### src/hdl/lsled_pkg.sv
// ----------------------------------------------------------------------------
// lsled_pkg
// Shared types, codes and constants of the layered status LED controller.
// ----------------------------------------------------------------------------
package lsled_pkg;

  localparam int unsigned DepthW   = 8;
  localparam int unsigned TimerW   = 10;
  localparam int unsigned CfgW     = 10;
  localparam int unsigned CfgIdxW  = 2;
  localparam int unsigned ReqW     = 3;
  localparam int unsigned PatW     = 3;

  localparam logic [DepthW-1:0] MaxNesting = DepthW'(255);

  localparam logic [CfgW-1:0] HoldTicksRst = CfgW'(150);
  localparam logic [CfgW-1:0] FastHalfRst  = CfgW'(50);
  localparam logic [CfgW-1:0] SlowHalfRst  = CfgW'(450);

  localparam logic [CfgIdxW-1:0] CFG_HOLD_TICKS = 2'd0;
  localparam logic [CfgIdxW-1:0] CFG_FAST_HALF  = 2'd1;
  localparam logic [CfgIdxW-1:0] CFG_SLOW_HALF  = 2'd2;

  localparam logic [ReqW-1:0] REQ_TICK      = 3'd0;
  localparam logic [ReqW-1:0] REQ_BEGIN     = 3'd1;
  localparam logic [ReqW-1:0] REQ_END       = 3'd2;
  localparam logic [ReqW-1:0] REQ_SET_CONN  = 3'd3;
  localparam logic [ReqW-1:0] REQ_SET_FAULT = 3'd4;

  localparam logic [PatW-1:0] PAT_BOTH_SLOW   = 3'd0;
  localparam logic [PatW-1:0] PAT_GREEN_SOLID = 3'd1;
  localparam logic [PatW-1:0] PAT_GREEN_BLINK = 3'd2;
  localparam logic [PatW-1:0] PAT_RED_BLINK   = 3'd3;
  localparam logic [PatW-1:0] PAT_RED_SOLID   = 3'd4;

  typedef struct packed {
    logic [ReqW-1:0] req_type;
    logic            layer;
    logic            flag_value;
  } item_t;

  typedef struct packed {
    logic [CfgW-1:0] hold_ticks;
    logic [CfgW-1:0] fast_half_period;
    logic [CfgW-1:0] slow_half_period;
  } cfg_t;

  function automatic logic pat_blinks(input logic [PatW-1:0] p);
    return (p == PAT_BOTH_SLOW) || (p == PAT_GREEN_BLINK) || (p == PAT_RED_BLINK);
  endfunction

  function automatic logic [PatW-1:0] resolve(input logic fault, input logic bus_act,
                                              input logic pas_act, input logic conn);
    logic [PatW-1:0] p;
    if (fault) begin
      p = PAT_RED_SOLID;
    end else if (bus_act) begin
      p = PAT_RED_BLINK;
    end else if (pas_act) begin
      p = PAT_GREEN_BLINK;
    end else if (conn) begin
      p = PAT_GREEN_SOLID;
    end else begin
      p = PAT_BOTH_SLOW;
    end
    return p;
  endfunction

endpackage

### src/hdl/lsled_req_if.sv
// ----------------------------------------------------------------------------
// lsled_req_if
// Request channel: valid/ready handshake with request type, layer and flag.
// ----------------------------------------------------------------------------
interface lsled_req_if;
  logic                       valid;
  logic                       ready;
  logic [lsled_pkg::ReqW-1:0] req_type;
  logic                       layer;
  logic                       flag_value;

  modport source (output valid, output req_type, output layer, output flag_value,
                  input ready);
  modport sink (input valid, input req_type, input layer, input flag_value,
                output ready);
endinterface

### src/hdl/lsled_res_if.sv
// ----------------------------------------------------------------------------
// lsled_res_if
// Result channel: valid/ready handshake with LED drives and pattern code.
// ----------------------------------------------------------------------------
interface lsled_res_if;
  logic                       valid;
  logic                       ready;
  logic                       green_led;
  logic                       red_led;
  logic [lsled_pkg::PatW-1:0] pattern_code;

  modport source (output valid, output green_led, output red_led, output pattern_code,
                  input ready);
  modport sink (input valid, input green_led, input red_led, input pattern_code,
                output ready);
endinterface

### src/hdl/lsled_cfg.sv
// ----------------------------------------------------------------------------
// lsled_cfg
// Configuration registers: hold time and the two blink half periods.
// ----------------------------------------------------------------------------
module lsled_cfg (
  input  logic                          clk_i,
  input  logic                          rst_ni,
  input  logic                          cfg_we_i,
  input  logic [lsled_pkg::CfgIdxW-1:0] cfg_idx_i,
  input  logic [lsled_pkg::CfgW-1:0]    cfg_data_i,
  output lsled_pkg::cfg_t               cfg_o
);

  lsled_pkg::cfg_t cfg_q;

  always_ff @(posedge clk_i or negedge rst_ni) begin
    if (!rst_ni) begin
      cfg_q.hold_ticks       <= lsled_pkg::HoldTicksRst;
      cfg_q.fast_half_period <= lsled_pkg::FastHalfRst;
      cfg_q.slow_half_period <= lsled_pkg::SlowHalfRst;
    end else if (cfg_we_i) begin
      case (cfg_idx_i)
        lsled_pkg::CFG_HOLD_TICKS: cfg_q.hold_ticks       <= cfg_data_i;
        lsled_pkg::CFG_FAST_HALF:  cfg_q.fast_half_period <= cfg_data_i;
        lsled_pkg::CFG_SLOW_HALF:  cfg_q.slow_half_period <= cfg_data_i;
        default: ;
      endcase
    end
  end

  assign cfg_o = cfg_q;

endmodule

### src/hdl/lsled_in_stage.sv
// ----------------------------------------------------------------------------
// lsled_in_stage
// Input register: captures one request word, refilled as the engine drains it.
// ----------------------------------------------------------------------------
module lsled_in_stage (
  input  logic               clk_i,
  input  logic               rst_ni,
  lsled_req_if.sink          req_i,
  input  logic               pop_i,
  output logic               valid_o,
  output lsled_pkg::item_t   item_o
);

  logic             valid_q;
  lsled_pkg::item_t item_q;
  logic             load;

  assign req_i.ready = !valid_q || pop_i;
  assign load        = req_i.valid && req_i.ready;

  always_ff @(posedge clk_i or negedge rst_ni) begin
    if (!rst_ni) begin
      valid_q <= 1'b0;
    end else if (load) begin
      valid_q <= 1'b1;
    end else if (pop_i) begin
      valid_q <= 1'b0;
    end
  end

  always_ff @(posedge clk_i) begin
    if (load) begin
      item_q.req_type   <= req_i.req_type;
      item_q.layer      <= req_i.layer;
      item_q.flag_value <= req_i.flag_value;
    end
  end

  assign valid_o = valid_q;
  assign item_o  = item_q;

endmodule

### src/hdl/lsled_engine.sv
// ----------------------------------------------------------------------------
// lsled_engine
// Layer state, pattern resolution, blink timing and the result register.
// ----------------------------------------------------------------------------
module lsled_engine (
  input  logic               clk_i,
  input  logic               rst_ni,
  input  lsled_pkg::cfg_t    cfg_i,
  input  logic               valid_i,
  input  lsled_pkg::item_t   item_i,
  output logic               pop_o,
  lsled_res_if.source        res_o
);

  logic [lsled_pkg::DepthW-1:0] bus_depth_q, bus_depth_d;
  logic [lsled_pkg::DepthW-1:0] pas_depth_q, pas_depth_d;
  logic [lsled_pkg::TimerW-1:0] bus_hold_q, bus_hold_d;
  logic [lsled_pkg::TimerW-1:0] pas_hold_q, pas_hold_d;
  logic                         conn_q, conn_d;
  logic                         fault_q, fault_d;
  logic [lsled_pkg::PatW-1:0]   pat_q, pat_d;
  logic                         phase_q, phase_d;
  logic [lsled_pkg::TimerW-1:0] timer_q, timer_d;

  logic                         out_valid_q;
  logic                         green_q, red_q;
  logic [lsled_pkg::PatW-1:0]   out_pat_q;

  logic                         reeval;
  logic                         expire;
  logic [lsled_pkg::PatW-1:0]   new_pat;
  logic [lsled_pkg::TimerW-1:0] new_half;
  logic                         green_any, red_on;

  assign pop_o = valid_i && (!out_valid_q || res_o.ready);

  always_comb begin
    bus_depth_d = bus_depth_q;
    pas_depth_d = pas_depth_q;
    bus_hold_d  = bus_hold_q;
    pas_hold_d  = pas_hold_q;
    conn_d      = conn_q;
    fault_d     = fault_q;
    pat_d       = pat_q;
    phase_d     = phase_q;
    timer_d     = timer_q;
    reeval      = 1'b0;
    expire      = 1'b0;

    case (item_i.req_type)
      lsled_pkg::REQ_TICK: begin
        if (bus_hold_q != '0) bus_hold_d = bus_hold_q - 1'b1;
        if (pas_hold_q != '0) pas_hold_d = pas_hold_q - 1'b1;
        if (lsled_pkg::pat_blinks(pat_q)) begin
          if (timer_q > lsled_pkg::TimerW'(1)) begin
            timer_d = timer_q - 1'b1;
          end else begin
            expire = 1'b1;
          end
        end
      end
      lsled_pkg::REQ_BEGIN: begin
        if (item_i.layer) begin
          if (bus_depth_q < lsled_pkg::MaxNesting) begin
            bus_depth_d = bus_depth_q + 1'b1;
            reeval      = (bus_depth_q == '0);
          end
        end else begin
          if (pas_depth_q < lsled_pkg::MaxNesting) begin
            pas_depth_d = pas_depth_q + 1'b1;
            reeval      = (pas_depth_q == '0);
          end
        end
      end
      lsled_pkg::REQ_END: begin
        if (item_i.layer) begin
          if (bus_depth_q != '0) begin
            bus_hold_d  = cfg_i.hold_ticks;
            bus_depth_d = bus_depth_q - 1'b1;
            reeval      = (bus_depth_q == lsled_pkg::DepthW'(1));
          end
        end else begin
          if (pas_depth_q != '0) begin
            pas_hold_d  = cfg_i.hold_ticks;
            pas_depth_d = pas_depth_q - 1'b1;
            reeval      = (pas_depth_q == lsled_pkg::DepthW'(1));
          end
        end
      end
      lsled_pkg::REQ_SET_CONN: begin
        conn_d = item_i.flag_value;
        reeval = (conn_q != item_i.flag_value);
      end
      lsled_pkg::REQ_SET_FAULT: begin
        fault_d = item_i.flag_value;
        reeval  = (fault_q != item_i.flag_value);
      end
      default: ;
    endcase

    new_pat  = lsled_pkg::resolve(fault_d, (bus_depth_d != '0) || (bus_hold_d != '0),
                                  (pas_depth_d != '0) || (pas_hold_d != '0), conn_d);
    new_half = (new_pat == lsled_pkg::PAT_BOTH_SLOW) ? cfg_i.slow_half_period
                                                     : cfg_i.fast_half_period;

    if ((reeval || expire) && (new_pat != pat_q)) begin
      pat_d   = new_pat;
      phase_d = 1'b1;
      timer_d = lsled_pkg::pat_blinks(new_pat) ? new_half : '0;
    end else if (expire) begin
      phase_d = !phase_q;
      timer_d = new_half;
    end

    green_any = (pat_d == lsled_pkg::PAT_BOTH_SLOW) || (pat_d == lsled_pkg::PAT_GREEN_SOLID) ||
                (pat_d == lsled_pkg::PAT_GREEN_BLINK);
    red_on    = (pat_d == lsled_pkg::PAT_BOTH_SLOW) || (pat_d == lsled_pkg::PAT_RED_BLINK) ||
                (pat_d == lsled_pkg::PAT_RED_SOLID);
  end

  always_ff @(posedge clk_i or negedge rst_ni) begin
    if (!rst_ni) begin
      bus_depth_q <= '0;
      pas_depth_q <= '0;
      bus_hold_q  <= '0;
      pas_hold_q  <= '0;
      conn_q      <= 1'b0;
      fault_q     <= 1'b0;
      pat_q       <= lsled_pkg::PAT_BOTH_SLOW;
      phase_q     <= 1'b1;
      timer_q     <= lsled_pkg::SlowHalfRst;
    end else if (pop_o) begin
      bus_depth_q <= bus_depth_d;
      pas_depth_q <= pas_depth_d;
      bus_hold_q  <= bus_hold_d;
      pas_hold_q  <= pas_hold_d;
      conn_q      <= conn_d;
      fault_q     <= fault_d;
      pat_q       <= pat_d;
      phase_q     <= phase_d;
      timer_q     <= timer_d;
    end
  end

  always_ff @(posedge clk_i or negedge rst_ni) begin
    if (!rst_ni) begin
      out_valid_q <= 1'b0;
    end else if (pop_o) begin
      out_valid_q <= 1'b1;
    end else if (res_o.ready) begin
      out_valid_q <= 1'b0;
    end
  end

  always_ff @(posedge clk_i) begin
    if (pop_o) begin
      green_q   <= phase_d && green_any;
      red_q     <= phase_d && red_on;
      out_pat_q <= pat_d;
    end
  end

  assign res_o.valid        = out_valid_q;
  assign res_o.green_led    = green_q;
  assign res_o.red_led      = red_q;
  assign res_o.pattern_code = out_pat_q;

endmodule

### src/hdl/layered_status_led_controller_top.sv
// ----------------------------------------------------------------------------
// layered_status_led_controller_top
// Green/red status LED controller driven by prioritized fault, activity and
// connection layers with nesting depths, hold timers and blink timing.
//
//   channel   dir  handshake      payload
//   req_i     in   valid/ready    req_type[2:0], layer, flag_value
//   res_o     out  valid/ready    green_led, red_led, pattern_code[2:0]
//   cfg       in   cfg_we_i       cfg_idx_i[1:0], cfg_data_i[9:0]
//
// one word per clock while the result is not stalled; each word passes through
// the input register and then the result register. the layer state and blink
// timer update in the cycle a word moves into the result register. reset is
// asynchronous and active low, no warm-up. a stalled result holds the input
// register; one more word is taken meanwhile.
// ----------------------------------------------------------------------------
module layered_status_led_controller_top (
  input  logic                          clk_i,
  input  logic                          rst_ni,
  input  logic                          cfg_we_i,
  input  logic [lsled_pkg::CfgIdxW-1:0] cfg_idx_i,
  input  logic [lsled_pkg::CfgW-1:0]    cfg_data_i,
  lsled_req_if.sink                     req_i,
  lsled_res_if.source                   res_o
);

  lsled_pkg::cfg_t  cfg;
  lsled_pkg::item_t item;
  logic             item_valid;
  logic             pop;

  lsled_cfg u_cfg (
    .clk_i      (clk_i),
    .rst_ni     (rst_ni),
    .cfg_we_i   (cfg_we_i),
    .cfg_idx_i  (cfg_idx_i),
    .cfg_data_i (cfg_data_i),
    .cfg_o      (cfg)
  );

  lsled_in_stage u_in_stage (
    .clk_i   (clk_i),
    .rst_ni  (rst_ni),
    .req_i   (req_i),
    .pop_i   (pop),
    .valid_o (item_valid),
    .item_o  (item)
  );

  lsled_engine u_engine (
    .clk_i   (clk_i),
    .rst_ni  (rst_ni),
    .cfg_i   (cfg),
    .valid_i (item_valid),
    .item_i  (item),
    .pop_o   (pop),
    .res_o   (res_o)
  );

  a_green_solid: assert property (@(posedge clk_i) disable iff (!rst_ni)
    res_o.valid && (res_o.pattern_code == lsled_pkg::PAT_GREEN_SOLID)
      |-> res_o.green_led && !res_o.red_led)
    else $error("green solid pattern with wrong led drive");

  a_red_solid: assert property (@(posedge clk_i) disable iff (!rst_ni)
    res_o.valid && (res_o.pattern_code == lsled_pkg::PAT_RED_SOLID)
      |-> res_o.red_led && !res_o.green_led)
    else $error("red solid pattern with wrong led drive");

  a_both_slow: assert property (@(posedge clk_i) disable iff (!rst_ni)
    res_o.valid && (res_o.pattern_code == lsled_pkg::PAT_BOTH_SLOW)
      |-> res_o.red_led == res_o.green_led)
    else $error("slow blink leds out of step");

  a_pop_needs_room: assert property (@(posedge clk_i) disable iff (!rst_ni)
    res_o.valid && !res_o.ready |-> !pop)
    else $error("result overwritten while stalled");

endmodule

### src/flat_wrapper.sv
// flat-port wrapper written by rule: the top's interface ports become plain ports
module layered_status_led_controller_top_flat 
  (clk_i, rst_ni, cfg_we_i, cfg_idx_i, cfg_data_i, req_i_valid, req_i_req_type, req_i_layer, req_i_flag_value, req_i_ready, res_o_valid, res_o_green_led, res_o_red_led, res_o_pattern_code, res_o_ready);
  lsled_req_if req_i_i ();
  lsled_res_if res_o_i ();
  input  logic clk_i;
  input  logic rst_ni;
  input  logic cfg_we_i;
  input  logic [lsled_pkg::CfgIdxW-1:0] cfg_idx_i;
  input  logic [lsled_pkg::CfgW-1:0] cfg_data_i;
  input wire logic [$bits(req_i_i.valid)-1:0] req_i_valid;
  input wire logic [$bits(req_i_i.req_type)-1:0] req_i_req_type;
  input wire logic [$bits(req_i_i.layer)-1:0] req_i_layer;
  input wire logic [$bits(req_i_i.flag_value)-1:0] req_i_flag_value;
  output wire logic [$bits(req_i_i.ready)-1:0] req_i_ready;
  output wire logic [$bits(res_o_i.valid)-1:0] res_o_valid;
  output wire logic [$bits(res_o_i.green_led)-1:0] res_o_green_led;
  output wire logic [$bits(res_o_i.red_led)-1:0] res_o_red_led;
  output wire logic [$bits(res_o_i.pattern_code)-1:0] res_o_pattern_code;
  input wire logic [$bits(res_o_i.ready)-1:0] res_o_ready;
  assign req_i_i.valid = req_i_valid;
  assign req_i_i.req_type = req_i_req_type;
  assign req_i_i.layer = req_i_layer;
  assign req_i_i.flag_value = req_i_flag_value;
  assign req_i_ready = req_i_i.ready;
  assign res_o_valid = res_o_i.valid;
  assign res_o_green_led = res_o_i.green_led;
  assign res_o_red_led = res_o_i.red_led;
  assign res_o_pattern_code = res_o_i.pattern_code;
  assign res_o_i.ready = res_o_ready;
  layered_status_led_controller_top u_core (.clk_i(clk_i), .rst_ni(rst_ni), .cfg_we_i(cfg_we_i), .cfg_idx_i(cfg_idx_i), .cfg_data_i(cfg_data_i), .req_i(req_i_i), .res_o(res_o_i));
endmodule
### config.mk
export PLATFORM = sky130hd
export DESIGN_NAME = layered_status_led_controller_top_flat
export DESIGN_NICKNAME = d
export VERILOG_FILES = /design/src/hdl/lsled_pkg.sv /design/src/hdl/lsled_req_if.sv /design/src/hdl/lsled_res_if.sv /design/src/hdl/lsled_cfg.sv /design/src/hdl/lsled_in_stage.sv /design/src/hdl/lsled_engine.sv /design/src/hdl/layered_status_led_controller_top.sv /design/src/flat_wrapper.sv
export SDC_FILE = /design/constraint.sdc
export NUM_CORES = 1
export LEC_CHECK = 0
export CORE_MARGIN = 3
export CORE_UTILIZATION = 50
export CTS_CLUSTER_SIZE = 25
export DETAILED_ROUTE_END_ITERATION = 6
export DONT_BUFFER_PORTS = 1
export PLACE_DENSITY = 0.68
export SLEW_MARGIN = 20
export SYNTH_ARGS = -nofsm -noshare
export SYNTH_HDL_FRONTEND = slang
export SYNTH_SLANG_ARGS = --single-unit
### constraint.sdc
create_clock -name clk_i -period 3.8 [get_ports clk_i]
set_clock_uncertainty 0.2 [all_clocks]
set_input_delay 0.19 -clock clk_i [delete_from_list [all_inputs] [get_ports clk_i]]
set_output_delay 0.19 -clock clk_i [all_outputs]
set_load 0.03 [all_outputs]
## Yosys cells after proc, flatten, opt, wreduce, memory -nomap -nowiden

Index checks and enable logic that the tools add are counted.

| storage, ports and cells | value |
|---|---|
| bits in registers | 94 |
| output and inout port bits | 7 |

| operators by class | value |
|---|---|
| $lt $le $gt $ge | 3 |
| equality and inequality tests | 19 |
| add/subtract/negate cells | 7 |
| mux-type cells | 48 |
| reduce and logical (&&, ||, !) cells | 45 |

Operators by type and width:

| cell | count |
|---|---|
| two-way mux 10 bit | 13 |
| two-way mux 8 bit | 8 |
| one-hot mux 10 bit (2 select lines) | 2 |
| nonzero test 10 bit | 4 |
| one-hot mux 8 bit (2 select lines) | 2 |
| nonzero test 8 bit | 4 |
| subtractor 10 x 1 -> 10 bit (second input constant) | 3 |
| equality test 3 x 2 -> 1 bit (second input constant) | 8 |
| two-way mux 1 bit | 18 |
| adder 8 x 1 -> 8 bit (second input constant) | 2 |
| equality test 8 x 1 -> 1 bit (second input constant) | 2 |
| logical NOT 8 bit | 2 |
| < comparator 8 bit (second input constant) | 2 |
| subtractor 8 x 1 -> 8 bit (second input constant) | 2 |
| logical OR 1 bit | 13 |
| logical NOT 3 bit | 4 |
| > comparator 10 x 1 -> 1 bit (second input constant) | 1 |
| nonzero test 3 bit | 3 |
| equality test 3 x 1 -> 1 bit (second input constant) | 2 |
| equality test 3 bit (second input constant) | 2 |
| two-way mux 3 bit | 2 |
| AND reduction 2 bit | 3 |
| logical AND 1 bit | 5 |
| two-way mux 2 bit | 2 |
| 9 further kinds | 13 |

## Depth between registers and ports, before layout

Gate-level depths: netlist of the first run.

| depth | value |
|---|---|
| depth after elaboration | 16 |
| gate-level depth with buffers | 16 |

## By module

A second synthesis of the first run with hierarchy kept.

| unflattened totals | value |
|---|---|
| cells, all modules | 735 |
| area total of the unflattened synthesis | 6658.9 um^2 |

By module, submodules not included:

| module | instances | cells each | area each (um^2) |
|---|---|---|---|
| lsled_engine | 1 | 660 | 5216.3 |
| lsled_cfg | 1 | 66 | 1238.7 |
| lsled_in_stage | 1 | 9 | 203.9 |

## Worst setup path before layout of the first run

No wires, ideal clock.

| timing | value |
|---|---|
| kind | reg2reg |
| start | register u_core.u_engine.pas_depth_q[0] (netlist bit) |
| end | register u_core.u_engine.timer_q[5] (netlist bit) |
| arrival | 3744 ps |
| stages on the path, launching flop included | 15 |
| library setup time | 122 ps |
| slack | -265 ps |
| period minus slack after synthesis | 4065 ps |
| path through | dfrtp_1 inv_1 ha_1 nor3b_1 a21oi_2 buf_2 a32oi_1 nand3_1 nor4_1 nand4_1 or3_4 a21oi_2 o21a_4 mux2_2 a32o_1 |

| on the way | value |
|---|---|
| longest elaborated chain between the ends | 14 |

Ends and longest elaborated chain:

| element | line | RTL |
|---|---|---|
| start, declared | lsled_engine.sv:16 | `logic [lsled_pkg::DepthW-1:0] pas_depth_q, pas_depth_d;` |
| start signal, assigned | lsled_engine.sv:134 | `pas_depth_q <= pas_depth_d;` |
| subtractor 8 x 1 -> 8 bit, or another cell as far along | lsled_engine.sv:85 | `pas_depth_d = pas_depth_q - 1'b1;` |
| two-way mux 8 bit, or another cell as far along | lsled_engine.sv:83 | `if (pas_depth_q != '0) begin` |
| two-way mux 8 bit, or another cell as far along | lsled_engine.sv:76 | `if (item_i.layer) begin` |
| one-hot mux 8 bit (2 select lines) or one-hot mux 10 bit (2 select lines) (tied branches) | lsled_engine.sv:50 | `case (item_i.req_type)` |
| nonzero test 8 bit or nonzero test 10 bit (tied branches) | lsled_engine.sv:102 | `(pas_depth_d != '0) \|\| (pas_hold_d != '0), conn_d);` |
| logical OR 1 bit | lsled_engine.sv:102 |  |
| two-way mux 2 bit | lsled_pkg.sv:59 | `end else if (pas_act) begin` |
| two-way mux 2 bit | lsled_pkg.sv:57 | `end else if (bus_act) begin` |
| two-way mux 3 bit | lsled_pkg.sv:55 | `if (fault) begin` |
| equality test 3 x 2 -> 1 bit or logical NOT 3 bit (tied branches) | lsled_pkg.sv:49, lsled_engine.sv:103 |  |
| logical OR 1 bit (2 in a row) | lsled_pkg.sv:49 | `return (p == PAT_BOTH_SLOW) \|\| (p == PAT_GREEN_BLINK) \|\| (p == PAT_RED_BLINK);` |
| two-way mux 10 bit | lsled_engine.sv:109 | `timer_d = lsled_pkg::pat_blinks(new_pat) ? new_half : '0;` |
| two-way mux 10 bit | lsled_engine.sv:106 | `if ((reeval \|\| expire) && (new_pat != pat_q)) begin` |
| end signal, assigned | lsled_engine.sv:131 | `timer_q <= lsled_pkg::SlowHalfRst;` |
| end signal, assigned | lsled_engine.sv:141 | `timer_q <= timer_d;` |
| end, declared | lsled_engine.sv:23 | `logic [lsled_pkg::TimerW-1:0] timer_q, timer_d;` |

Several ways; a longest one is shown, not always the timed one.
A chain may end at the register's enable or synchronous reset.

## Final worst setup path of the first run

| timing | value |
|---|---|
| start | register u_core.u_in_stage.item_q, in the netlist u_core.u_in_stage.item_o[3] |
| end | register u_core.u_engine.timer_q[7] (netlist bit) |

| on the way | value |
|---|---|
| longest elaborated chain between the ends | 12 |

Ends and longest elaborated chain:

| element | line | RTL |
|---|---|---|
| start, declared | lsled_in_stage.sv:15 | `lsled_pkg::item_t item_q;` |
| equality test 3 x 2 -> 1 bit, or another cell as far along | lsled_engine.sv:50 |  |
| one-hot mux 10 bit (2 select lines) or one-hot mux 8 bit (2 select lines) (tied branches) | lsled_engine.sv:50 |  |
| nonzero test 10 bit or nonzero test 8 bit (tied branches) | lsled_engine.sv:102 |  |
| logical OR 1 bit | lsled_engine.sv:102 |  |
| two-way mux 2 bit | lsled_pkg.sv:59 |  |
| two-way mux 2 bit | lsled_pkg.sv:57 |  |
| two-way mux 3 bit | lsled_pkg.sv:55 |  |
| equality test 3 x 2 -> 1 bit or logical NOT 3 bit (tied branches) | lsled_pkg.sv:49, lsled_engine.sv:103 |  |
| logical OR 1 bit (2 in a row) | lsled_pkg.sv:49 |  |
| two-way mux 10 bit | lsled_engine.sv:109 |  |
| two-way mux 10 bit | lsled_engine.sv:106 |  |

Several ways; a longest one is shown, not always the timed one.

==> run_results.csv, run 1 <==
group,metric,value,unit
run_status,status,"finished, violations left",
run_status,violations,"setup timing",
die,num_rows,40,
yosys,synth_area,0.00645,mm²
detailed_routing,vias,6610,
finish,area_growth,37.6,%
global_route,grt_max_degree,85,
timing,finalSetupViolCount,14,
finish,mostFrequentLayoutCells,"buf_4 (199), nand2_1 (76), dfrtp_1 (68)",
yosys,synthMuxAreaShare,8.85,%
die,dieArea,0.0143,mm²
yosys,avgSynthCellArea,9.03,µm²
timing,slew_headroom,58.5,%
clocking,clk_pin_slew_worst_paths,0.08,ns
timing,hold_violations,0,
timing,rsz0062_at_grt,"yes",
yosys,syn_inst,714,
global_route,grt.overflow.total,0,
yosys,synthSimpleGateAreaFrac,23.0,%
timing,setup_tns,-4.44,ns
setup_path,critical_path.max_fanout,7,
yosys,yosys_register_bits,94,
clocking,numCtsBuffers,9,
timing,worst_pin_slew,0.622,ns
global_route,grtUsageTotal,29.2,%
setup_path,crit_required,3.89,ns
clocking,cts_sinks,94,
power_and_ir_drop,p_leak,3.70,nW
timing,period_share,109,%
timing,fmax,0.240,GHz
yosys,postSynth.asyncResetShare,89.4,%
setup_path,arrival,4.25,ns
die,fp.dieW,120,µm
global_route,grt_pass1_wl,33.5,mm
yosys,yosysSeqAreaShare,37.6,%
timing,finalCriticalPeriod,4.16,ns
timing,finalMaxSlewViolations,0,
timing,fin_ws,-0.360,ns
setup_path,critPathKind,"register to register",
finish,post-route-util,72.1,%
clocking,cts_root_buf,"clkbuf_16",
clocking,clk_latency,0.36,ns
setup_path,crit_path_start_kind,"register",
min_path,hp-class,"input port to register",
yosys,synthFlopType,"dfrtp_1",
detailed_routing,viasPerCell,6.18,
clocking,htree_num_levels,3,
setup_path,rrSetupSlack,-0.36,ns
setup_path,end_kind,"register",
finish,final_common_cell,"buf_4",
finish,antennaDiodeCount,0,
power_and_ir_drop,powerDensity,631,mW/mm²
detailed_routing,drt-pass1-iter-count,5,
yosys,synth_compound_area_share,22.5,%
yosys,synth_top_family_by_area,"simple AND/OR/NAND/NOR gates",
finish,drive_above_1_share,38.9,%
detailed_routing,ant_nets,0,
global_route,grt_pass1_vias,6381,
placement,gp_congestion,0.988,
clocking,ctsLongestPathBuffers,2,
finish,layout.nets,930,
detailed_routing,drt-initial-drc-count,652,
timing,hold_slack,0.0533,ns
yosys,syn_nets,747,
yosys,synth_fa_ha_area_share,2.13,%
detailed_routing,routed_wl,20.9,mm
die,dieHeight,120,µm
placement,hpwl,15.3,mm
yosys,synth_xor_area_share,0.679,%
die,initial_core_util,52.4,%
die,core,0.0123,mm²
power_and_ir_drop,irDropWorstVdd,0.392,mV
placement,io_buffers,0,
job,maxCapViolCount,0,
yosys,synth_edf_count,10,
yosys,ys_warn_count,0,
clocking,cts_tree,"done",
die,ios,29,
detailed_routing,drc,0,
yosys,yosysUniqueCellTypes,90,
global_route,antenna_found_initial,0,
detailed_routing,wire_per_inst,19.6,µm
## flip-flops by register name (all words and copies together), names as in the netlist, 3 cells and up
name	flops
u_core.u_engine.bus_hold_q	10
u_core.u_engine.pas_depth_q	8
u_core.u_engine.pat_q	3
u_core.u_engine.res_o.pattern_code	3
u_core.u_engine.bus_depth_q	8
u_core.u_engine.pas_hold_q	10
u_core.u_in_stage.item_o	5
u_core.u_cfg.cfg_o	30
u_core.u_engine.timer_q	10
## layout make-up
cell class,instances,area (µm²)
fillers,934,3440
repair buffers,223,1760
flip-flops and latches,94,2420
multi-input cells,540,4080
clock buffers,9,225
clock inverters,7,73.8
well taps,168,210
inverters,29,109
## cell families after synthesis
group / after synthesis
simple gates: 269
compound gates: 203
flops: 94
buf+inv: 80
mux: 52
fa+ha+maj: 11
xor+xnor: 5
## report_power, final
| part | internal [W] | leakage (nW) | switching, W |
|---|---|---|---|
| Sequential | 0.00137 | 1.09 | 0.000350 |
| Clock | 0.000466 | 0.147 | 0.000451 |
| Combinational | 0.00142 | 2.46 | 0.00154 |
## per-layer routing
metal	track usage (%)	vias up	part of all wire [%]
li1	-	3093	-
met1	42.5	3198	45
met2	45.7	284	46
met3	3.63	35	6.8
met4	8.95	0	2.0
met5	0	-	0
## final timing paths
kind | endpoint | from | cells after the start
setup / recovery | u_core.u_engine.timer_q[7] | u_core.u_in_stage.item_o[3] | 14
min in group asynchronous | u_core.u_engine.timer_q[3] | rst_ni | 2
setup reg to reg | u_core.u_engine.timer_q[7] | u_core.u_in_stage.item_o[3] | 14
max in group asynchronous | u_core.u_cfg.cfg_o[27] | rst_ni | 2
hold / removal | u_core.u_cfg.cfg_o[23] | cfg_idx_i[1] | 4
hold reg to reg | u_core.u_engine.timer_q[6] | u_core.u_engine.timer_q[6] | 2
## what timing repair did
item / in CTS / in global routing
hold endpoints to repair: 121 / 0
hold buffers: 19 / 0
buffers inserted: 12 / 4
gates cloned: 0 / 1
resized for setup: 46 / 32
pin swaps: 21 / 13
endpoints found under the setup margin: 15 / 17
## critical path, cell delays in order (launching register included)
cell and delay [ns]:
edfxtp_1 0.52, buf_4 0.20, and2_1 0.14, a311o_2 0.46
o311ai_1 0.42, nand3_1 0.12, or4_4 0.47, buf_4 0.18
o21ai_0 0.19, o211ai_1 0.18, buf_4 0.18, o21ai_1 0.19
buf_4 0.20, o311ai_0 0.15, a32o_1 0.30
## stage by stage
| step | cells | power, W | worst slack, ns | cell area (µm²) |
|---|---|---|---|---|
| global route | 1070 | 0.00592 | -0.510 | 8870 |
| CTS | 1065 | 0.00541 | -0.263 | 8680 |
| detailed placement | 1018 | 0.00428 | -0.472 | 7880 |
| finish | 1070 | 0.00560 | -0.360 | 8870 |
| floorplan | 714 | 0.00310 | -0.118 | 6480 |
| global placement | 1018 | 0.00422 | -0.353 | 7880 |
## Yosys cell counts (14+ instances only)
cell	n	share of area, %
mux2i_1	14	2.2
mux2_2	37	6.5
nor4_1	14	1.4
clkbuf_1	35	2.0
nor3_1	22	1.7
nor2_1	41	2.4
nand3_1	22	1.7
dfrtp_1	68	26
a21oi_1	29	2.3
dfstp_2	16	6.5
or3_1	14	1.4
nand2_1	76	4.4
inv_1	28	1.6
o21ai_0	43	3.3
Note: power is estimated with default switching activity, not from simulation.
==> inputs of run 2 (changes only) <==
--- a/config.mk
+++ b/config.mk
@@ -5,6 +5,7 @@
 export SDC_FILE = /design/constraint.sdc
 export NUM_CORES = 1
 export LEC_CHECK = 0
+export ABC_CLOCK_PERIOD_IN_PS = 3800
 export CORE_MARGIN = 3
 export CORE_UTILIZATION = 50
 export CTS_CLUSTER_SIZE = 25
==> constraint.sdc (replaced) <==
create_clock -name clk_i -period 3.8 [get_ports clk_i]
set_clock_uncertainty 0.2 [all_clocks]
set_input_delay 0.38 -clock clk_i [delete_from_list [all_inputs] [get_ports clk_i]]
set_output_delay 0.38 -clock clk_i [all_outputs]
set_load 0.03 [all_outputs]
==> run 2 against run 1 <==
  * The flow still finishes with violations (setup timing)
  * Final cell count is essentially flat
  * Count of clock-buffer cells in the layout stayed put
  * Total power hardly changed
  * Sequential share of layout area about the same
  * Setup slack lost 0.017 ns
  * Highest routed layer unchanged
  * Design area down 0.11%
  * Combinational power about the same
==> run_results.csv, run 2 (synthesis gave the netlist of run 1 again) <==
group,metric,value,unit
run_status,status,"finished, violations left",
run_status,violations,"setup timing",
clocking,clk_latency,0.36,ns
timing,rsz0062_at_grt,"yes",
global_route,grt_pass1_wl,33.4,mm
power_and_ir_drop,irDropWorstVdd,0.392,mV
timing,fmax,0.239,GHz
placement,io_buffers,0,
die,num_rows,40,
detailed_routing,ant_nets,0,
setup_path,critPathKind,"register to register",
setup_path,crit_path_start,"u_core.u_in_stage.item_o[3]",
global_route,use_met1,42.5,%
finish,antennaDiodeCount,0,
die,ios,29,
die,dieArea,0.0143,mm²
clocking,ctsLongestPathBuffers,2,
global_route,grt.overflow.total,0,
clocking,htree_num_levels,3,
finish,area_growth,37.5,%
timing,finalCriticalPeriod,4.18,ns
setup_path,crit_required,3.89,ns
finish,post-route-util,72.0,%
power_and_ir_drop,p_seq_share,30.7,%
setup_path,arrival,4.27,ns
timing,setup_tns,-4.42,ns
setup_path,timing.rr.start,"u_core.u_in_stage.item_o[3]",
finish,final-instance-count-excl-fill,1069,
power_and_ir_drop,powerDensity,632,mW/mm²
global_route,grt_pass1_vias,6364,
power_and_ir_drop,swShare,41.9,%
global_route,grt.busiest_layer,"met2",
global_route,grt_max_degree,85,
detailed_routing,vias,6577,
power_and_ir_drop,p_total,0.00560,W
detailed_routing,viasPerCell,6.15,
setup_path,critical_path.max_fanout,7,
finish,final_common_cell,"buf_4",
timing,period_share,110,%
timing,slew_headroom,58.2,%
finish,nFillCells,936,
detailed_routing,routed_wl,20.9,mm
global_route,grtUsageTotal,29.1,%
min_path,min_from,"res_o_ready",
die,core,0.0123,mm²
power_and_ir_drop,p_int,0.00325,W
finish,layout.nets,929,
timing,hold_slack,0.0291,ns
finish,largest_reg_flops,30,
clocking,cts_sinks,94,
timing,fin_ws,-0.377,ns
power_and_ir_drop,p_switching,0.00235,W
power_and_ir_drop,p_leak,3.70,nW
detailed_routing,wire_per_inst,19.6,µm
timing,finalSetupViolCount,14,
detailed_routing,drt-pass1-iter-count,5,
setup_path,end_kind,"register",
power_and_ir_drop,share_comb_of_total_power,52.9,%
power_and_ir_drop,pwr-share-clk,16.4,%
die,fp.dieW,120,µm
job,maxCapViolCount,0,
clocking,cts_root_buf,"clkbuf_16",
die,dieHeight,120,µm
finish,mostFrequentLayoutCells,"buf_4 (199), nand2_1 (76), dfrtp_1 (68)",
global_route,grtUsageMet3,3.63,%
placement,hpwl,15.3,mm
min_path,hp-class,"input port to register",
placement,placedCellCount,1018,
clocking,clk_pin_slew_worst_paths,0.08,ns
timing,finalMaxSlewViolations,0,
global_route,grtUsageMet2,45.4,%
timing,hold_violations,0,
detailed_routing,drc,0,
setup_path,crit_path_start_kind,"register",
global_route,antenna_found_initial,0,
finish,drive_above_1_share,39.0,%
detailed_routing,drt-initial-drc-count,591,
die,initial_core_util,52.4,%
clocking,numCtsBuffers,9,
placement,gp_congestion,0.988,
clocking,cts_tree,"done",
timing,worst_pin_slew,0.626,ns
[run 2: routing by layer]
metal,part of all wire (%),wire length [µm]
met1,45,9470
met2,46,9660
met3,6.6,1390
met4,2.0,410
met5,0,0
[run 2: area by class of cell]
cell class,count,area [µm²],share of cell area (%)
multi-input combinational,540,4080,46.0
sequential,94,2420,27.3
timing repair buffer,222,1750,19.7
clock buffer,9,225,2.54
tap,168,210,2.37
inverter,29,109,1.23
clock inverter,7,73.8,0.833
[run 2: critical path, cell delays in order (launching register included)]
cell	delay [ns]
edfxtp_1	0.52
or3b_4	0.33
buf_4	0.17
a31oi_1	0.08
buf_4	0.19
a311oi_1	0.29
a31oi_1	0.15
or4_4	0.62
buf_4	0.18
o21ai_0	0.19
o211ai_1	0.18
buf_4	0.18
o21ai_1	0.19
buf_4	0.20
o311ai_0	0.15
a32o_1	0.30
[run 2: path summary, 6_finish.rpt]
path,endpoint,slack (ns),cells after the start
max,u_core.u_engine.timer_q[7],-0.38,15
min,u_core.u_engine.res_o.valid,0.03,2
max reg2reg,u_core.u_engine.timer_q[7],-0.38,15
min reg2reg,u_core.u_engine.timer_q[6],0.30,2
max in group asynchronous,u_core.u_cfg.cfg_o[27],2.64,2
min in group asynchronous,u_core.u_engine.timer_q[3],0.39,2
[run 2: stage by stage]
stage / cell area [µm²] / setup slack [ns]
after global routing: 8860 / -0.510
after global placement: 7880 / -0.353
after detailed placement: 7880 / -0.472
final: 8860 / -0.377
after floorplan: 6480 / -0.118
after CTS: 8670 / -0.263
[run 2: what timing repair did]
| item | in CTS | in global routing |
|---|---|---|
| endpoints found under the hold margin | 120 | 0 |
| resized for setup | 46 | 32 |
| hold buffers | 18 | 0 |
| pin swaps | 21 | 13 |
| cloned | 0 | 1 |
| setup buffers | 12 | 4 |
| endpoints found under the setup margin | 15 | 17 |
[run 2: power groups by stage]
stage,Clock [W],Sequential (W),Combinational [W]
3_3_place_gp,0,0.00170,0.00252
2_1_floorplan,0,0.00163,0.00146
6_report,0.000919,0.00172,0.00297
5_1_grt,0.000963,0.00175,0.00321
3_5_place_dp,0,0.00172,0.00257
4_1_cts,0.000925,0.00170,0.00279
==> inputs of run 3 (changes only) <==
--- a/config.mk
+++ b/config.mk
@@ -5,6 +5,7 @@
 export SDC_FILE = /design/constraint.sdc
 export NUM_CORES = 1
 export LEC_CHECK = 0
+export ABC_AREA = 1
 export ABC_CLOCK_PERIOD_IN_PS = 3800
 export CORE_MARGIN = 3
 export CORE_UTILIZATION = 50
==> run 3 against run 2 <==
  * The run now ends clean
  * Global-route usage shrank 3.5 points
  * Utilization decreased by 16 points
  * Register-to-register slack better by 0.66 ns
  * Sequential share of layout area grew 3.1 points
  * Via count is 11% higher
  * Largest power group unchanged
==> run_results.csv, run 3 <==
group,metric,value,unit
clocking,clk_latency,0.36,ns
die,core,0.0141,mm²
finish,largest_reg_flops,30,
global_route,grtUsageTotal,25.6,%
detailed_routing,routed_wl,19.8,mm
clocking,cts_tree,"done",
job,maxCapViolCount,0,
yosys,synth_area_leader_cell,"dfrtp_1",
yosys,synth.most_common_cell,"nand2_1",
placement,gp_congestion,0.935,
yosys,yosysUniqueCellTypes,49,
clocking,htree_num_levels,3,
finish,final_common_cell,"nand2_1",
die,ios,29,
yosys,ys_top_cells_by_count,"nand2_1 (375), inv_1 (138), nor2_1 (136), nand3_1 (129), o21ai_0 (87)",
run_status,status,"finished clean",
power_and_ir_drop,p_seq_share,30.0,%
die,num_rows,43,
placement,placedCellCount,1319,
detailed_routing,ant_nets,0,
clocking,ctsLongestPathBuffers,2,
global_route,grt_max_degree,85,
detailed_routing,viasPerCell,5.40,
setup_path,crit_path_start_kind,"register",
power_and_ir_drop,pwr-share-clk,15.6,%
yosys,synth_area_leaders,"dfrtp_1 (23%), nand2_1 (19%), nand3_1 (8.7%)",
timing,hold_violations,0,
yosys,synth_fa_ha_area_share,1.86,%
clocking,cts_root_buf,"clkbuf_16",
yosys,ys_warn_count,0,
yosys,postSynth.asyncResetShare,89.4,%
setup_path,critical_path.max_fanout,15,
timing,worst_pin_slew,0.660,ns
detailed_routing,wire_per_inst,14.7,µm
yosys,synth_xor_area_share,2.23,%
timing,finalCriticalPeriod,3.52,ns
setup_path,worstPathBufferInverterCount,2,
finish,final-instance-count-excl-fill,1347,
yosys,synthMuxAreaShare,0.135,%
yosys,synth_edf_count,10,
clocking,cts_setup_buffers,0,
yosys,synth_area,0.00740,mm²
die,fp.dieW,128,µm
timing,setup_tns,0,ns
yosys,synth.top_cell.area_share,23.0,%
clocking,numCtsBuffers,9,
yosys,yosysSeqAreaShare,32.7,%
power_and_ir_drop,swShare,50.9,%
detailed_routing,drt-pass1-iter-count,6,
yosys,synth_compound_area_share,8.69,%
yosys,synthFlopType,"dfrtp_1",
yosys,avgSynthCellArea,6.35,µm²
power_and_ir_drop,share_comb_of_total_power,54.4,%
power_and_ir_drop,p_int,0.00296,W
timing,fmax,0.284,GHz
power_and_ir_drop,p_leak,4.21,nW
yosys,yosys_register_bits,94,
setup_path,end_kind,"register",
clocking,clk_pin_slew_worst_paths,0.08,ns
detailed_routing,vias,7268,
detailed_routing,drc,0,
yosys,syn_inst,1165,
timing,finalSetupViolCount,0,
yosys,synthSimpleGateAreaFrac,43.6,%
placement,hpwl,14.8,mm
power_and_ir_drop,irDropWorstVdd,0.357,mV
die,initial_core_util,52.3,%
setup_path,arrival,3.43,ns
global_route,antenna_found_initial,0,
finish,layout.nets,1195,
power_and_ir_drop,powerDensity,757,mW/mm²
global_route,grt_pass1_vias,6596,
global_route,grt.overflow.total,0,
setup_path,path_cells,"nor2_8, nand2_4, inv_2, a21oi_1, nand2_1, inv_1, nor2_1, nand3_1, nor2_1, nand3_1, nor2_2, nand2_2, nand3_1, nand2_1, nor2_1, nand2_2, nand2_4, nand2_1, and3b_1",
timing,period_share,92.6,%
placement,io_buffers,0,
setup_path,cpLargestDelayFamily,"simple AND/OR/NAND/NOR gates",
power_and_ir_drop,p_switching,0.00307,W
detailed_routing,drt-initial-drc-count,701,
finish,nFillCells,1408,
setup_path,critPathKind,"register to register",
setup_path,crit_required,3.71,ns
setup_path,max_stage_delay,0.52,ns
min_path,hp-class,"input port to register",
finish,area_growth,7.68,%
finish,antennaDiodeCount,0,
finish,mostFrequentLayoutCells,"nand2_1 (375), inv_1 (138), nor2_1 (136)",
die,dieHeight,128,µm
timing,rsz0062_at_grt,"no",
timing,slew_headroom,55.9,%
yosys,synth_top_family_by_area,"simple AND/OR/NAND/NOR gates",
die,dieArea,0.0163,mm²
setup_path,crit_path_top_delay_cell,"edfxtp_1",
timing,finalMaxSlewViolations,0,
yosys,syn_nets,1198,
clocking,cts_sinks,94,
finish,drive_above_1_share,9.25,%
global_route,grt_pass1_wl,33.7,mm
[run 3: changes by cell type after synthesis, sizes merged, moves of 18 or more]
cell,before,now
o21ai,46,93
nand3,22,137
nand4,6,29
a21oi,31,13
inv,29,148
mux2,37,0
nand2,76,397
nor2,42,147
nor4,18,0
[run 3: repair_timing]
item	4_1_cts	5_1_grt
hold buffers	12	0
hold endpoints to repair	96	0
endpoints found under the setup margin	0	10
gates resized for setup	0	3
[run 3: path summary, 6_finish.rpt]
kind | startpoint | endpoint | slack, ns | cells after the start
min | cfg_data_i[2] | u_core.u_cfg.cfg_o[22] | 0.004 | 2
min in group asynchronous | rst_ni | u_core.u_engine.bus_depth_q[6] | 0.35 | 2
max | u_core.u_in_stage.item_o[2] | u_core.u_engine.res_o.green_led | 0.28 | 19
max in group asynchronous | rst_ni | u_core.u_cfg.cfg_o[21] | 2.63 | 2
min reg2reg | u_core.u_engine.timer_q[1] | u_core.u_engine.timer_q[1] | 0.28 | 2
max reg2reg | u_core.u_in_stage.item_o[2] | u_core.u_engine.res_o.green_led | 0.28 | 19
[run 3: layout make-up]
class	count	area, µm²	area share [%]
Clock buffer	9	225	2.83
Clock inverter	7	77.6	0.974
Inverter	152	573	7.19
Multi-Input combinational cell	879	4200	52.7
Sequential cell	94	2420	30.4
Tap cell	180	225	2.83
Timing Repair Buffer	26	243	3.05
[run 3: cells by family after synthesis]
| kind of cell | after synthesis |
|---|---|
| XOR/XNOR | 18 |
| flip-flops | 94 |
| AO/OA/AOI/OAI | 117 |
| adder cells (fa/ha/maj) | 11 |
| buffers and inverters | 192 |
| multiplexers | 1 |
| AND/OR/NAND/NOR | 732 |
[run 3: stage by stage]
step	utilization (%)	hold slack, ns	area, µm²	setup WS [ns]	power, W
after global routing	56.3	0.0261	7970	0.0181	0.00665
after detailed placement	53.0	-0.112	7500	0.349	0.00500
after CTS	56.2	0.00219	7950	0.323	0.00599
after floorplan	-	-0.116	7400	0.926	0.00433
after global placement	53.0	-0.112	7500	0.347	0.00498
final	56.3	0.00397	7970	0.279	0.00603
[run 3: power groups by stage]
stage / Sequential, W / Combinational [W] / Clock (W)
6_report: 0.00181 / 0.00328 / 0.000941
5_1_grt: 0.00187 / 0.00378 / 0.00100
4_1_cts: 0.00180 / 0.00323 / 0.000956
3_5_place_dp: 0.00182 / 0.00318 / 0
3_3_place_gp: 0.00182 / 0.00316 / 0
2_1_floorplan: 0.00166 / 0.00267 / 0
[run 3: metal layers]
metal | GRT usage (%) | share of wire (%) | up-vias
li1 | - | - | 3696
met1 | 38.6 | 49 | 3273
met2 | 37.4 | 42 | 262
met3 | 4.10 | 6.5 | 37
met4 | 8.49 | 2.4 | 0
met5 | 0 | 0 | -
